### src/sv/tdt_pkg.sv
// ----------------------------------------------------------------------------
// tdt_pkg
// Shared types for the tile deduplication table.
// ----------------------------------------------------------------------------
package tdt_pkg;

	localparam int unsigned TILE_W  = 128;
	localparam int unsigned HALF_W  = 64;
	localparam int unsigned INDEX_W = 8;

	// One result beat as produced by the controller.
	typedef struct packed {
		logic [INDEX_W-1:0] tile_index;
		logic               is_new;
		logic               table_full;
	} tdt_result_t;

endpackage

### src/sv/tdt_ctrl.sv
// ----------------------------------------------------------------------------
// tdt_ctrl
// Scan sequencer: with dedup on, walks the stored tiles in insertion order and
// compares each against the held tile; appends on a miss, or with dedup off, while the table has room.
// ----------------------------------------------------------------------------
module tdt_ctrl #(
	parameter int unsigned MAX_TILES = 256
) (
	input  logic                                   clk,
	input  logic                                   arst_n,
	input  logic                                   dedup_enable,
	input  logic                                   in_valid,
	output logic                                   in_ready,
	input  logic [tdt_pkg::HALF_W-1:0]             tile_low_half,
	input  logic [tdt_pkg::HALF_W-1:0]             tile_high_half,
	output logic                                   res_valid,
	input  logic                                   res_ready,
	output tdt_pkg::tdt_result_t                   res,
	output logic                                   ram_we,
	output logic [$clog2(MAX_TILES)-1:0]           ram_waddr,
	output logic [tdt_pkg::TILE_W-1:0]             ram_wdata,
	output logic                                   ram_re,
	output logic [$clog2(MAX_TILES)-1:0]           ram_raddr,
	input  logic [tdt_pkg::TILE_W-1:0]             ram_rdata
);

	import tdt_pkg::*;

	localparam int unsigned IDX_W = $clog2(MAX_TILES);
	localparam int unsigned CNT_W = $clog2(MAX_TILES + 1);

	localparam logic [1:0] ST_IDLE = 2'd0;
	localparam logic [1:0] ST_SCAN = 2'd1;
	localparam logic [1:0] ST_DONE = 2'd2;

	logic [1:0]         state_q;
	logic [HALF_W-1:0]  tile_lo_q;
	logic [HALF_W-1:0]  tile_hi_q;
	logic [CNT_W-1:0]   count_q;
	logic [CNT_W-1:0]   rd_addr_q;
	logic               vld_s1;
	logic [IDX_W-1:0]   idx_s1;
	logic               hit_q;
	logic [IDX_W-1:0]   hit_idx_q;

	logic               rd_en;
	logic               match;
	logic               last;
	logic               full;
	logic               append;
	logic [IDX_W-1:0]   sel_idx;
	logic [IDX_W+INDEX_W-1:0] sel_ext;

	assign in_ready = (state_q == ST_IDLE);
	assign rd_en    = (state_q == ST_SCAN) && (rd_addr_q < count_q);
	assign match    = vld_s1 && (ram_rdata == {tile_hi_q, tile_lo_q});
	assign last     = (CNT_W'(idx_s1) + CNT_W'(1)) == count_q;
	assign full     = (count_q == CNT_W'(MAX_TILES));

	assign res_valid = (state_q == ST_DONE);
	assign append    = res_valid && res_ready && !hit_q && !full;

	assign ram_re    = rd_en;
	assign ram_raddr = rd_addr_q[IDX_W-1:0];
	assign ram_we    = append;
	assign ram_waddr = count_q[IDX_W-1:0];
	assign ram_wdata = {tile_hi_q, tile_lo_q};

	// The index field carries the low bits of the entry index.
	assign sel_idx = hit_q ? hit_idx_q : (full ? '0 : count_q[IDX_W-1:0]);
	assign sel_ext = {{INDEX_W{1'b0}}, sel_idx};

	always_comb begin
		res.tile_index = sel_ext[INDEX_W-1:0];
		res.is_new     = !hit_q && !full;
		res.table_full = !hit_q && full;
	end

	always_ff @(posedge clk or negedge arst_n) begin
		if (!arst_n) begin
			state_q   <= ST_IDLE;
			count_q   <= '0;
			rd_addr_q <= '0;
			vld_s1    <= 1'b0;
			hit_q     <= 1'b0;
		end else begin
			unique case (state_q)
				ST_IDLE: begin
					vld_s1    <= 1'b0;
					rd_addr_q <= '0;
					hit_q     <= 1'b0;
					if (in_valid) begin
						if (dedup_enable && (count_q != '0)) begin
							state_q <= ST_SCAN;
						end else begin
							state_q <= ST_DONE;
						end
					end
				end
				ST_SCAN: begin
					// One read issued per cycle; its data is compared in the next cycle.
					vld_s1    <= rd_en;
					rd_addr_q <= rd_addr_q + CNT_W'(rd_en);
					if (match) begin
						hit_q   <= 1'b1;
						vld_s1  <= 1'b0;
						state_q <= ST_DONE;
					end else if (vld_s1 && last) begin
						hit_q   <= 1'b0;
						vld_s1  <= 1'b0;
						state_q <= ST_DONE;
					end
				end
				ST_DONE: begin
					if (res_ready) begin
						if (append) begin
							count_q <= count_q + CNT_W'(1);
						end
						state_q <= ST_IDLE;
					end
				end
				default: begin
					state_q <= ST_IDLE;
				end
			endcase
		end
	end

	always_ff @(posedge clk) begin
		if (state_q == ST_IDLE && in_valid) begin
			tile_lo_q <= tile_low_half;
			tile_hi_q <= tile_high_half;
		end
		if (state_q == ST_SCAN) begin
			idx_s1 <= rd_addr_q[IDX_W-1:0];
			if (match) begin
				hit_idx_q <= idx_s1;
			end
		end
	end

endmodule

### config.mk
export PLATFORM = sky130hd
export DESIGN_NAME = tdt_ctrl
export DESIGN_NICKNAME = d
export VERILOG_FILES = /design/src/sv/tdt_pkg.sv /design/src/sv/tdt_ctrl.sv
export SDC_FILE = /design/constraint.sdc
export NUM_CORES = 1
export LEC_CHECK = 0
export ABC_CLOCK_PERIOD_IN_PS = 9400
export BUFFER_PORTS_ARGS = -buffer_cell sky130_fd_sc_hd__buf_2
export CORE_AREA = 2 2 164 166
export CTS_BUF_LIST = sky130_fd_sc_hd__clkbuf_4
export DETAILED_ROUTE_END_ITERATION = 10
export DIE_AREA = 0 0 166 168
export PLACE_DENSITY_LB_ADDON = 0.15
export RECOVER_POWER = 100
export SYNTH_ARGS = -nofsm -noshare
export SYNTH_HDL_FRONTEND = slang
export SYNTH_SLANG_ARGS = --single-unit
### constraint.sdc
create_clock -name clk -period 9.4 [get_ports clk]
set_input_delay 1.88 -clock clk [delete_from_list [all_inputs] [get_ports clk]]
set_output_delay 1.88 -clock clk [all_outputs]
set_load 0.05 [all_outputs]
# == Word level (Yosys, flattened, before mapping) ==
# Cells that the tools add are included.
# totals
ff_bits,166
latchBits,0
ramBits,0
romBits,0
input_bits,261
mem_count,0
# op_classes
add_sub_neg,3
n_mul,0
div,0
magnitude_cmp,1
n_eq_ne,8
shift,0
muxes,15
bitwise,0
n_reduce_logical,19
# ops
op,count
$eq A128 B128 Y1,1
$pmux W9 S2,1
$mux W8,2
$logic_and A1 B1 Y1,10
$mux W2,5
$add A8 B1 Y9 const B,1
$add A9 B1 Y9,1
$add A9 B1 Y9 const B,1
$eq A9 B9 Y1,1
$eq A9 B9 Y1 const B,1
$lt A9 B9 Y1,1
$reduce_bool A9 Y1,1
$pmux W2 S3,1
$reduce_and A3 Y1,2
$mux W1,4
$pmux W1 S2,2
$reduce_and A2 Y1,2
$ne A3 B2 Y1 const B,1
$eq A2 B1 Y1 const B,1
$eq A2 B2 Y1 const B,1
$logic_not A1 Y1,2
$logic_not A2 Y1,1
$ne A2 B1 Y1 const B,1
$ne A2 B2 Y1 const B,1
$reduce_bool A2 Y1,1

# == Longest topological paths before layout ==
# logic_depth
ltp_word,6
depth_mapped,13
depth_no_buf,13

# == Least setup slack after synthesis ==
# No wires, ideal clock.
# synth_path
kind,input-to-reg
from,in in_valid
to,"reg tile_hi_q[0], enable pin"
t_arrival_ns,4.451
t_required_ns,8.919
setup_slack_ns,4.469
path_stages,2
cell_sequence,nand2_1 inv_1
# synth_via
elab_chain_len,1
# synth_rtl
item,line,text
"start, declared",tdt_ctrl.sv:12,"input logic in_valid,"
$logic_and A1 B1 Y1,tdt_ctrl.sv:130,if (state_q == ST_IDLE && in_valid) begin
"end signal, assigned",tdt_ctrl.sv:132,tile_hi_q <= tile_high_half;
"end, declared",tdt_ctrl.sv:38,logic [HALF_W-1:0] tile_hi_q;
# Every way passes these cells.
# A chain may end at the register's enable or synchronous reset.

# == Worst setup path after layout ==
# layout_path
from,in in_valid
to,"reg tile_hi_q[53], enable pin"
# The elaborated chain is that of the path after synthesis.

==> load_flow_metrics.sql <==
INSERT INTO impl_metrics (metric_group, metric, value, unit) VALUES
('drt', 'drt-initial-drc-count', '350', ''),
('finish', 'fraction_of_layout_instances_using_a_drive_strength_above_1', '0.3029', ''),
('logic_synthesis', 'yosys.cell_types.count', '46', ''),
('timing', 'setup_repair_after_global_routing_missed_its_margin', 'false', ''),
('global_route', 'wire_length_of_the_first_global_routing_pass', '38920', 'um'),
('logic_synthesis', 'post-synth-top-area-fraction', '0.5616', ''),
('logic_synthesis', 'synth_sequential_area_ratio', '0.6331', ''),
('drt', 'antenna_violating_nets_post_route', '0', ''),
('timing', 'fin_ws', '3.604', 'ns'),
('timing', 'hold_violations', '0', ''),
('logic_synthesis', 'synth_enable_flop_cells', '144', ''),
('clock_tree', 'clkSlewWorstSetupHoldPaths', '0.17', 'ns'),
('power_and_ir_drop', 'power.density_cell_area', '241.5', 'nW/um^2'),
('worst_setup_path', 'crit_family', 'buffers and inverters', ''),
('logic_synthesis', 'synth_largest_area_cell', 'sky130_fd_sc_hd__edfxtp_1', ''),
('die', 'start_util', '0.2922', ''),
('global_route', 'grt_pass1_vias', '6175', ''),
('finish', 'flow.area_growth_from_synthesis', '32.26', '%'),
('worst_setup_path', 'cpMaxStageDelayCell', 'sky130_fd_sc_hd__clkinvlp_2', ''),
('drt', 'drt-total-wl', '27120', 'um'),
('power_and_ir_drop', 'vdd_ir_drop_max', '0.0001090', 'V'),
('timing', 'fin_crit', '5.796', 'ns'),
('status', 'failed_checks', 'capacitance limit, slew limit', ''),
('timing', 'maxClockFrequency', '172.5', 'MHz'),
('place', 'gp_routability_congestion', '0.8635', ''),
('timing', 'final_setup_tns', '0', 'ns'),
('clock_tree', 'clock_tree.root_cell', 'sky130_fd_sc_hd__clkbuf_4', ''),
('worst_setup_path', 'worstPathBufferInverterCount', '3', ''),
('logic_synthesis', 'netlist_top_cells_area', 'sky130_fd_sc_hd__edfxtp_1 56%, sky130_fd_sc_hd__xnor2_1 7.4%, sky130_fd_sc_hd__dfrtp_1 7.1%, sky130_fd_sc_hd__xor2_1 4.3%, sky130_fd_sc_hd__nor2b_1 2.5%', ''),
('finish', 'fillers', '2722', ''),
('logic_synthesis', 'yosys_register_bits', '166', ''),
('global_route', 'grt_overflow', '0', ''),
('clock_tree', 'cts_buffer_depth', '2', ''),
('drt', 'avg_vias_per_cell', '4.537', ''),
('worst_setup_path', 'worstSetupEndpointType', 'flip-flop', ''),
('worst_setup_path', 'crit_path_max_incr_delay', '2.48', 'ns'),
('clock_tree', 'clock_tree.htree_level_count', '4', ''),
('place', 'dp_worst_setup_slack', '4.532', 'ns'),
('place', 'port_buffers', '418', ''),
('timing', 'post-route-period-util', '0.6166', ''),
('status', 'run_status', 'complete, but fails checks', ''),
('die', 'fp.dieArea', '27890', 'um^2'),
('die', 'core_area', '26350', 'um^2'),
('timing', 'actual_slew_at_the_worst_max_slew_pin', '3.356', 'ns'),
('global_route', 'grt_max_degree', '72', ''),
('clock_tree', 'clkLatencyLatePin', '0.59', 'ns'),
('place', 'dpl.hpwl', '22490', 'um'),
('timing', 'finish_stage_setup_viols', '0', ''),
('power_and_ir_drop', 'cellLeakagePower', '4.059', 'nW'),
('logic_synthesis', 'top_reg_cell_synth', 'sky130_fd_sc_hd__edfxtp_1', ''),
('worst_setup_path', 'cp.required', '9.62', 'ns'),
('power_and_ir_drop', 'total_power', '0.002459', 'W'),
('run', 'maxCapViolations', '1', ''),
('worst_setup_path', 'path_cells', 'clkbuf_1, nand2_1, clkinvlp_2, buf_4', ''),
('logic_synthesis', 'synth.yosys.warnings', '0', ''),
('clock_tree', 'cts_hold_buf', '0', ''),
('global_route', 'grt_util_all_layers', '0.1908', ''),
('worst_setup_path', 'start_kind', 'input pin', ''),
('die', 'rows', '60', ''),
('worst_hold_path', 'timing.hold.worst.class', 'flip-flop to flip-flop', ''),
('die', 'die_width', '166', 'um'),
('logic_synthesis', 'post_synth.cell_area_avg', '13.51', 'um^2'),
('clock_tree', 'cts_resized', '0', ''),
('drt', 'drc', '0', ''),
('clock_tree', 'clock_tree_from_tritoncts', 'built', ''),
('global_route', 'initial_antenna_violation_count', '14', ''),
('logic_synthesis', 'synthesis.instances', '570', ''),
('worst_setup_path', 'worst-setup-path-type', 'input pin to flip-flop', ''),
('worst_setup_path', 'critical_path_peak_fanout', '71', ''),
('timing', 'finalMaxSlewViolations', '72', ''),
('logic_synthesis', 'asyncSetResetFlopFracSynth', '0.1325', '');
==> final timing paths <==
check,startpoint,to,slack (ns),cells after the start
min,idx_s1[2],hit_idx_q[2],0.55,0
max reg2reg,state_q[1],tile_hi_q[53],3.98,4
max in group asynchronous,arst_n,state_q[0],7.04,1
max,in_valid,tile_hi_q[53],3.60,4
min in group asynchronous,arst_n,count_q[7],1.55,1
min reg2reg,idx_s1[2],hit_idx_q[2],0.55,0
==> where the power goes <==
group | leakage, nW | internal, W | switching [W]
Sequential | 1.63 | 0.000990 | 0.000136
Combinational | 2.27 | 0.000212 | 0.000691
Clock | 0.153 | 0.000121 | 0.000309
==> worst register-to-register path, stage by stage, from the launching register on <==
cell and delay, ns:
sky130_fd_sc_hd__dfrtp_1 0.74, sky130_fd_sc_hd__nor2_1 0.24, sky130_fd_sc_hd__nand2_1 0.17, sky130_fd_sc_hd__clkinvlp_2 2.49
sky130_fd_sc_hd__buf_4 1.42
==> routing by layer <==
metal / track usage / vias up / wire length (um)
li1: - / 2925 / -
met1: 0.2211 / 2916 / 10400
met2: 0.3255 / 239 / 13840
met3: 0.07240 / 35 / 2303
met4: 0.06465 / 6 / 536
met5: 0 / - / 35
==> per-stage QoR <==
step	utilization	instance area, um^2	hold slack, ns	instances
after floorplan	-	7700	0.4647	570
after global placement	0.3826	10080	0.5323	1306
after detailed placement	0.3826	10080	0.5426	1306
after CTS	0.3934	10370	0.5527	1338
after global routing	0.3861	10170	0.5740	1345
final	0.3865	10180	0.5547	1349
==> Yosys cell counts, types with 3 or more instances <==
master                      count
sky130_fd_sc_hd__a2111o_1       4
sky130_fd_sc_hd__a2111oi_0      4
sky130_fd_sc_hd__a2111oi_2      6
sky130_fd_sc_hd__a21o_1         3
sky130_fd_sc_hd__a21oi_1        4
sky130_fd_sc_hd__a22o_1         9
sky130_fd_sc_hd__and2b_1        4
sky130_fd_sc_hd__and3_1         5
sky130_fd_sc_hd__buf_4         16
sky130_fd_sc_hd__clkbuf_1       8
sky130_fd_sc_hd__dfrtp_1       22
sky130_fd_sc_hd__edfxtp_1     144
sky130_fd_sc_hd__ha_1          13
sky130_fd_sc_hd__inv_1         44
sky130_fd_sc_hd__nand2_1       20
sky130_fd_sc_hd__nand2b_1      12
sky130_fd_sc_hd__nand3_1        7
sky130_fd_sc_hd__nand4_1       25
sky130_fd_sc_hd__nor2_1        14
sky130_fd_sc_hd__nor2b_1       31
sky130_fd_sc_hd__nor3_1         7
sky130_fd_sc_hd__nor4_1        15
sky130_fd_sc_hd__o2111ai_1      4
sky130_fd_sc_hd__o21ai_0       11
sky130_fd_sc_hd__o22ai_1       13
sky130_fd_sc_hd__xnor2_1       65
sky130_fd_sc_hd__xor2_1        38
==> sequential cells by signal, summed over array words and instances (netlist names) <==
name / count
count_q: 9
hit_idx_q: 8
hit_q: 1
idx_s1: 8
rd_addr_q: 9
state_q: 2
tile_hi_q: 64
tile_lo_q: 64
vld_s1: 1
==> cells in the final DEF, fill, tap and decap left out, types with 5 or more instances in the layout <==
cell                        count
sky130_fd_sc_hd__buf_2        257
sky130_fd_sc_hd__clkbuf_1     161
sky130_fd_sc_hd__edfxtp_1     144
sky130_fd_sc_hd__xnor2_1       65
sky130_fd_sc_hd__inv_1         43
sky130_fd_sc_hd__xor2_1        38
sky130_fd_sc_hd__nor2b_1       31
sky130_fd_sc_hd__nand4_1       25
sky130_fd_sc_hd__dfrtp_1       22
sky130_fd_sc_hd__nand2_1       20
sky130_fd_sc_hd__clkbuf_4      17
sky130_fd_sc_hd__nor4_1        15
sky130_fd_sc_hd__nor2_1        14
sky130_fd_sc_hd__o22ai_1       13
sky130_fd_sc_hd__ha_1          13
sky130_fd_sc_hd__nand2b_1      12
sky130_fd_sc_hd__diode_2       11
sky130_fd_sc_hd__o21ai_0       11
sky130_fd_sc_hd__a22o_1         9
sky130_fd_sc_hd__nand3_1        7
sky130_fd_sc_hd__nor3_1         7
sky130_fd_sc_hd__a2111oi_2      6
sky130_fd_sc_hd__and3_1         5
==> logic make-up (layout without fill, tap and decap cells) <==
| kind of cell | Yosys count | after routing | synth area share |
|---|---|---|---|
| AOI/OAI and AO/OA | 69 | 69 | 0.07248 |
| xor gates and xnor gates | 103 | 103 | 0.1172 |
| adders and majority gates | 13 | 13 | 0.02112 |
| buffers and inverters | 68 | 495 | 0.04095 |
| DFF | 166 | 166 | 0.6331 |
| muxes | 4 | 4 | 0.005525 |
| other | 0 | 11 | 0 |
| and+or+nand+nor | 147 | 147 | 0.1097 |
==> area by class of cell <==
cell class | instances | area [um^2] | area share
repair buffers | 419 | 1898 | 0.1864
diodes | 11 | 27.53 | 0.002703
clock buffers | 17 | 127.6 | 0.01253
multi-input cells | 336 | 2504 | 0.2459
clock inverters | 15 | 158.9 | 0.01560
well taps | 341 | 426.7 | 0.04190
flip-flops and latches | 166 | 4875 | 0.4787
inverters | 44 | 166.4 | 0.01634
No activity file was read; power rests on OpenSTA's default activity.
